**src/linear_recurrence_matrix_power_mod_assert.svh**
```systemverilog
// ----------------------------------------------------------------------------
// lrmp assertion macros
// shared macros for concurrent checks on clk with asynchronous reset
// ----------------------------------------------------------------------------
`ifndef LINEAR_RECURRENCE_MATRIX_POWER_MOD_ASSERT_SVH
`define LINEAR_RECURRENCE_MATRIX_POWER_MOD_ASSERT_SVH
// implication checked every clock while out of reset
`define LRMP_ASSERT_IMP(label, ante, cons) \
	label: assert property (@(posedge clk) disable iff (!arst_n) (ante) |-> (cons)) \
		else $error("lrmp check failed");
// next-cycle implication
`define LRMP_ASSERT_NEXT(label, ante, cons) \
	label: assert property (@(posedge clk) disable iff (!arst_n) (ante) |=> (cons)) \
		else $error("lrmp check failed");
`endif

```
**src/lrmp_pkg.sv**
```systemverilog
// ----------------------------------------------------------------------------
// lrmp package
// widths, state encodings and control structs of the matrix power block
// ----------------------------------------------------------------------------
package lrmp_pkg;
	localparam int A_W = 15;
	localparam int B_W = 30;
	localparam int N_W = 31;
	localparam int M_W = 15;

	typedef enum logic [1:0] {
		MM_IDLE,
		MM_RUN,
		MM_FIX,
		MM_DONE
	} mm_state_t;

	typedef enum logic [3:0] {
		ST_IDLE,
		ST_RB,
		ST_AM,
		ST_AA,
		ST_INIT,
		ST_MUL,
		ST_NEXT,
		ST_ROW,
		ST_OUT
	} top_state_t;

	typedef struct packed {
		logic start;
	} mm_ctl_t;

	typedef struct packed {
		logic busy;
		logic done;
	} mm_sts_t;
endpackage

```
**src/lrmp_mulmod.sv**
```systemverilog
// ----------------------------------------------------------------------------
// lrmp bit-serial modular multiply
// computes (x * y + z) mod m one multiplier bit per cycle, msb first
// ----------------------------------------------------------------------------
module lrmp_mulmod #(
	parameter int MOD_BITS = 15,
	parameter int Y_BITS = 30
) (
	input  logic                          clk,
	input  logic                          arst_n,
	input  lrmp_pkg::mm_ctl_t             ctl,
	output lrmp_pkg::mm_sts_t             sts,
	input  logic [MOD_BITS-1:0]           x,
	input  logic [Y_BITS-1:0]             y,
	input  logic [MOD_BITS-1:0]           z,
	input  logic [MOD_BITS-1:0]           m,
	output logic [MOD_BITS-1:0]           r
);
	import lrmp_pkg::*;

	localparam int CW = $clog2(Y_BITS + 1);

	mm_state_t             state_q, state_d;
	logic [CW-1:0]         cnt_q;
	logic [Y_BITS-1:0]     y_q;
	logic [MOD_BITS-1:0]   x_q, m_q, acc_q, z_q;
	logic [MOD_BITS+1:0]   dbl, dbl_r, add, add_r;

	// acc < m: 2acc+x < 3m, two conditional subtracts
	always_comb begin
		dbl   = {1'b0, acc_q, 1'b0} + {2'b00, (y_q[Y_BITS-1] ? x_q : {MOD_BITS{1'b0}})};
		dbl_r = (dbl >= {2'b00, m_q}) ? dbl - {2'b00, m_q} : dbl;
		dbl_r = (dbl_r >= {2'b00, m_q}) ? dbl_r - {2'b00, m_q} : dbl_r;
		add   = {2'b00, acc_q} + {2'b00, z_q};
		add_r = (add >= {2'b00, m_q}) ? add - {2'b00, m_q} : add;
	end

	always_comb begin
		state_d = state_q;
		case (state_q)
			MM_IDLE: if (ctl.start) state_d = MM_RUN;
			MM_RUN:  if (cnt_q == CW'(Y_BITS - 1)) state_d = MM_FIX;
			MM_FIX:  state_d = MM_DONE;
			MM_DONE: state_d = ctl.start ? MM_RUN : MM_IDLE;
			default: state_d = MM_IDLE;
		endcase
	end

	always_ff @(posedge clk or negedge arst_n) begin
		if (!arst_n) begin
			state_q <= MM_IDLE;
			cnt_q   <= '0;
		end else begin
			state_q <= state_d;
			if (state_q == MM_RUN) cnt_q <= cnt_q + 1'b1;
			else cnt_q <= '0;
		end
	end

	always_ff @(posedge clk) begin
		if (ctl.start && (state_q == MM_IDLE || state_q == MM_DONE)) begin
			x_q   <= x;
			y_q   <= y;
			z_q   <= z;
			m_q   <= m;
			acc_q <= '0;
		end else if (state_q == MM_RUN) begin
			acc_q <= dbl_r[MOD_BITS-1:0];
			y_q   <= {y_q[Y_BITS-2:0], 1'b0};
		end else if (state_q == MM_FIX) begin
			acc_q <= add_r[MOD_BITS-1:0];
		end
	end

	always_comb begin
		sts.busy = (state_q == MM_RUN) || (state_q == MM_FIX);
		sts.done = (state_q == MM_DONE);
		r        = acc_q;
	end

	`include "linear_recurrence_matrix_power_mod_assert.svh"
	`LRMP_ASSERT_NEXT(a_fix_done, state_q == MM_FIX, state_q == MM_DONE)
	`LRMP_ASSERT_IMP(a_acc_red, state_q == MM_DONE && m_q != '0, acc_q < m_q)
	`LRMP_ASSERT_IMP(a_busy_done, sts.busy, !sts.done)
endmodule

```
**config.mk**
```make
export PLATFORM = sky130hd
export DESIGN_NAME = lrmp_mulmod
export DESIGN_NICKNAME = d
export VERILOG_FILES = /design/src/lrmp_pkg.sv /design/src/lrmp_mulmod.sv
export VERILOG_INCLUDE_DIRS = /design/src /design/src/src
export SDC_FILE = /design/constraint.sdc
export NUM_CORES = 1
export LEC_CHECK = 0
export ABC_AREA = 1
export BUFFER_PORTS_ARGS = -buffer_cell sky130_fd_sc_hd__buf_4
export CAP_MARGIN = 15
export CORE_UTILIZATION = 40
export CTS_CLUSTER_DIAMETER = 40
export DETAILED_ROUTE_END_ITERATION = 8
export SETUP_SLACK_MARGIN = 0.3
export SYNTH_ARGS = -nofsm -noshare
export SYNTH_HDL_FRONTEND = slang
export SYNTH_SLANG_ARGS = --single-unit
```
**constraint.sdc**
```tcl
create_clock -name clk -period 5.95 [get_ports clk]
set_clock_uncertainty 0.2 [all_clocks]
set_input_delay 0.595 -clock clk [delete_from_list [all_inputs] [get_ports clk]]
set_output_delay 0.595 -clock clk [all_outputs]
set_load 0.03 [all_outputs]
```
# After elaboration in Yosys (flattened, before gate mapping)
# Cells that the tools add are included.
[op_classes] addsub=6 magnitude_cmp=3 eq_ne=6 muxes=13 n_reduce_logical=7
[op_table] op="$mux W15" n=5
[op_table] op="$mux W30" n=2
[op_table] op="$ge A17 B15 Y1" n=2
[op_table] op="$sub A15 B15 Y15" n=2
[op_table] op="$add A16 B15 Y17" n=1
[op_table] op="$mux W17" n=1
[op_table] op="$sub A17 B15 Y17" n=1
[op_table] op="$add A15 B15 Y16" n=1
[op_table] op="$ge A16 B15 Y1" n=1
[op_table] op="$pmux W2 S4" n=1
[op_table] op="$add A5 B1 Y5 const B" n=1
[op_table] op="$eq A5 B5 Y1 const B" n=1
[op_table] op="$mux W5" n=1
[op_table] op="$eq A2 B2 Y1 const B" n=2
[op_table] op="$mux W2" n=2
[op_table] op="$ne A2 B2 Y1 const B" n=2
[op_table] op="$reduce_bool A2 Y1" n=2
[op_table] op="$eq A2 B1 Y1 const B" n=1
[op_table] op="$logic_not A2 Y1" n=1
[op_table] op="$logic_or A1 B1 Y1" n=2
[op_table] op="$reduce_and A2 Y1" n=1
[op_table] op="$logic_and A1 B1 Y1" n=1
[op_table] op="$mux W1" n=1
[word_totals] register_bits=97 input_bits=78 output_inout_bits=17

# Logic depth before layout (Yosys ltp)
[depth] ltp_word=7 mapped_depth=41 depth_no_buf=39

# Least setup slack after synthesis
# Ideal clock, no wire load.
[synth_timing] path_type="register to register" start="reg y_q[29]" end="reg acc_q[12], in the netlist r[12]" t_arrival_ps=5144 required_ps=5631 path_slack_ps=487 path_stages_with_launch=41 n_path_buf=4 synth_period_minus_slack_ps=5463 cell_sequence="edfxtp_1 > clkbuf_1 > nand2_1 > inv_1 > ha_1 > inv_1 > fa_1 > inv_1 > nand2_1 > a31oi_1 > nor2_1 > o21bai_1 > xor2_1 > ha_1 > nand2_1 > nor2_1 > nand2_1 > nor3_1 > [5 not listed] > o21ai_1 > inv_1 > ha_1 > nand2_1 > nand2_1 > a31oi_1 > o21ai_0 > nand3_1 > nand2_1 > nand2_1 > nand2_1 > o21ai_0 > nand2_2 > nor2_4 > buf_6 > nand2_1 > nand3_1 > a21oi_2"
[synth_via] elab_chain_cells=7
[synth_rtl] item="start: declaration" line_no="lrmp_mulmod.sv:25" source="logic [Y_BITS-1:0] y_q;"
[synth_rtl] item="start signal: assignment" line_no="lrmp_mulmod.sv:63" source="y_q <= y;"
[synth_rtl] item="start signal: assignment" line_no="lrmp_mulmod.sv:69" source="y_q <= {y_q[Y_BITS-2:0], 1'b0};"
[synth_rtl] item="$mux W15 *" line_no="lrmp_mulmod.sv:31" source="dbl = {1'b0, acc_q, 1'b0} + {2'b00, (y_q[Y_BITS-1] ? x_q : {MOD_BITS{1'b0}})};"
[synth_rtl] item="$add A16 B15 Y17 *" line_no="lrmp_mulmod.sv:31"
[synth_rtl] item="$sub A17 B15 Y17 or $ge A17 B15 Y1 (tied branches)" line_no="lrmp_mulmod.sv:32" source="dbl_r = (dbl >= {2'b00, m_q}) ? dbl - {2'b00, m_q} : dbl;"
[synth_rtl] item="$mux W17 *" line_no="lrmp_mulmod.sv:32"
[synth_rtl] item="$sub A15 B15 Y15 or $ge A17 B15 Y1 (tied branches)" line_no="lrmp_mulmod.sv:33" source="dbl_r = (dbl_r >= {2'b00, m_q}) ? dbl_r - {2'b00, m_q} : dbl_r;"
[synth_rtl] item="$mux W15 *" line_no="lrmp_mulmod.sv:33"
[synth_rtl] item="$mux W15 *" line_no="lrmp_mulmod.sv:67" source="end else if (state_q == MM_RUN) begin"
[synth_rtl] item="end signal: assignment" line_no="lrmp_mulmod.sv:68" source="acc_q <= dbl_r[MOD_BITS-1:0];"
[synth_rtl] item="end signal: assignment" line_no="lrmp_mulmod.sv:71" source="acc_q <= add_r[MOD_BITS-1:0];"
[synth_rtl] item="end: declaration" line_no="lrmp_mulmod.sv:26" source="logic [MOD_BITS-1:0] x_q, m_q, acc_q, z_q;"
# Every way passes the cells marked *; elsewhere a longest branch is shown, timed or not.
# A chain may end at the register's enable or synchronous reset.

# Final worst setup path
[layout_timing] start="reg y_q[29]" end="reg acc_q[14], in the netlist r[14]"
# The elaborated chain is that of the path after synthesis.

==> out/results.ini <==
[cells_and_area]
fin_area_um2=10900
synthToLayoutAreaGrowth_pct=34.3
n_antenna_cell=0
num-nets-final=1418
drive_above_1_share=0.273

[logic_synthesis]
yosys-mux-area-fraction=0
synth_top_cell_by_area=edfxtp_1
synth_cells=1085
synthAdderAreaFrac=0.136
yosysTopAreaCellShare=0.278
yosysWarningCount=0
synth-seq-cells=97
synth_compound_area_frac=0.116
synthTopCellsByCount=338 x nand2_1, 156 x inv_1, 93 x a21oi_1, 80 x ha_1, 78 x nand3_1
synth_top_family_by_area=simple AND/OR/NAND/NOR gates
yosys.area_share.simple=0.257
synthTopCellsByArea=edfxtp_1 28%, nand2_1 16%, ha_1 12%
yosysMostFrequentCell=nand2_1
synth_area_um2=8110
syn-num-nets=1248
synth_edf_count=75
syn_avg_cell_area_um2=7.47
synth-seq-area-share=0.337
ys_types=49
async_reset_ff_frac=0.0722
ys.flop_type=edfxtp_1
synth_xor_area_frac=0.0648

[worst_hold_path]
holdCritPathClass=input pin to flop

[worst_setup_path]
crit_top_cell=nand2_1
crit_required_ns=6.03
slowest_delay_ns=0.42
end_kind=flop
reg2reg_setup_slack_ns=0.41
slowest_stage=edfxtp_1
critPathMaxFanout=5
crit_type=flop to flop
arrival_ns=5.62
critPathLaunchType=flop

[drt]
drtAntennaViolNets=0
drt_iter0_markers=569
wirelength_um=25800
routed-via-count=8000
route.detailed.drc=0
via_per_inst=5.25
wire_per_inst_um=16.9
firstDrtPassIters=6

[timing]
fin_crit_sh=0.930
final-setup-viol-count=0
tightest_slew_ns=1.16
fmax_mhz=181
hold_ws_ns=0.212
hold_viol=0
fin_crit_ns=5.54
relSlewSlack=0.230
rsz0062_at_grt=yes
drv_slew=0

[global_routing]
grt_pass1_vias=7226
grt_pass1_wl_um=37500
grt_antenna_before_repair=0
grt.busiest_layer=met2
use_met3=0.0421
grt_use_total=0.240
grtUsageMet2=0.386
grt_use_met1=0.315
grt_max_degree=75
overflow=0

[floorplan]
io_pins=95
core-area_um2=19700
chipHeight_um=144
rows=51
die-area_um2=20800
start_util=0.412
chipWidth_um=144

[clocking]
cts_root_buffer=clkbuf_16
clk_transition_reported_paths_ns=0.08
cts_tree=yes
cts_buffer_depth=2
htree_levels=3
clock_latency_ns=0.35
clock_sinks=97
cts_buffers=9

[placed_design]
hpwl_um=19400
port_buffers=94
dpl_cell_area_um2=9400
finalWeightedCongestion=0.951

[flow_run]
drv_cap=0

[status]
outcome=finished, final reports clean

## worst max-delay path: cells and delay by family, from the launching register on
family | cells | cell delay, ns
compound gates | 8 | 1.14
xor+xnor | 2 | 0.38
fa+ha+maj | 3 | 0.91
buf+inv | 8 | 0.96
flops | 1 | 0.42
simple gates | 17 | 1.46
## layout by cell type (no fill, tap or decap), types with 5 or more instances in the layout
master,count
nor3_1,6
ha_1,51
nor2_4,5
buf_6,14
o21ai_0,22
clkbuf_16,11
or2_2,5
a21oi_1,79
nor2_2,6
o21ai_2,8
nand3_1,72
nand2_1,311
nand4_1,9
nand3_2,5
a21oi_2,17
nand2_4,7
o21ai_1,7
buf_4,165
a21o_1,7
ha_4,26
xor2_1,31
nand2_2,24
xnor2_1,23
dfrtp_1,7
inv_2,14
inv_1,141
nor2_1,29
edfxtp_1,75
dfxtp_1,15
## stage by stage
| step | setup TNS, ns | util | setup slack (ns) | cells |
|---|---|---|---|---|
| 2_1_floorplan | 0 | - | 0.487 | 1085 |
| 3_3_place_gp | 0 | 0.478 | 0.0162 | 1470 |
| 3_5_place_dp | -0.339 | 0.478 | -0.0541 | 1470 |
| 4_1_cts | 0 | 0.503 | 0.317 | 1495 |
| 5_1_grt | 0 | 0.554 | 0.183 | 1525 |
| 6_report | 0 | 0.554 | 0.415 | 1525 |
## flip-flops by register name, summed over array words and instances (netlist names)
register  count
m_q          15
y_q          30
x_q          15
z_q          15
cnt_q         5
r            15
state_q       2
## worst paths after layout
| check | from | to | cells after the start |
|---|---|---|---|
| setup / recovery | y_q[29]$_DFFE_PP_ | r[14]$_SDFFE_PP0P_ | 38 |
| hold / removal | m[2] | m_q[2]$_DFFE_PP_ | 1 |
| setup reg to reg | y_q[29]$_DFFE_PP_ | r[14]$_SDFFE_PP0P_ | 38 |
| hold reg to reg | cnt_q[0]$_DFF_PN0_ | cnt_q[0]$_DFF_PN0_ | 1 |
| max in group asynchronous | arst_n | state_q[1]$_DFFE_PN0P_ | 2 |
| min in group asynchronous | arst_n | cnt_q[1]$_DFF_PN0_ | 2 |
## final cells by class
| cell class | count | area [µm²] |
|---|---|---|
| Sequential cell | 97 | 2730 |
| Inverter | 157 | 593 |
| Multi-Input combinational cell | 807 | 5440 |
| Clock buffer | 9 | 225 |
| Tap cell | 265 | 332 |
| Fill cell | 1933 | 8770 |
| Timing Repair Buffer | 183 | 1480 |
| Clock inverter | 7 | 85.1 |
## metal layers
layer	vias up	wire length [µm]
li1	3907	-
met1	3752	11000
met2	282	12000
met3	59	1690
met4	0	1100
met5	-	0
## what timing repair did
item	4_1_cts	5_1_grt
resized for setup	24	158
hold buffers	1	0
setup buffers	8	27
pin swaps	6	50
hold endpoints to repair	7	0
gates cloned	0	3
setup endpoints to repair	15	15
## cells by family (layout without fill, tap and decap cells)
kind of cell / Yosys count / count (layout)
AND/OR/NAND/NOR: 494 / 494
adder cells (fa/ha/maj): 85 / 85
flip-flops: 97 / 97
buffers and inverters: 181 / 356
AO/OA/AOI/OAI: 168 / 168
XOR/XNOR: 60 / 60
Power is not shown: default switching activity piles up to over one toggle a cycle in this logic, so the estimate is an artifact.
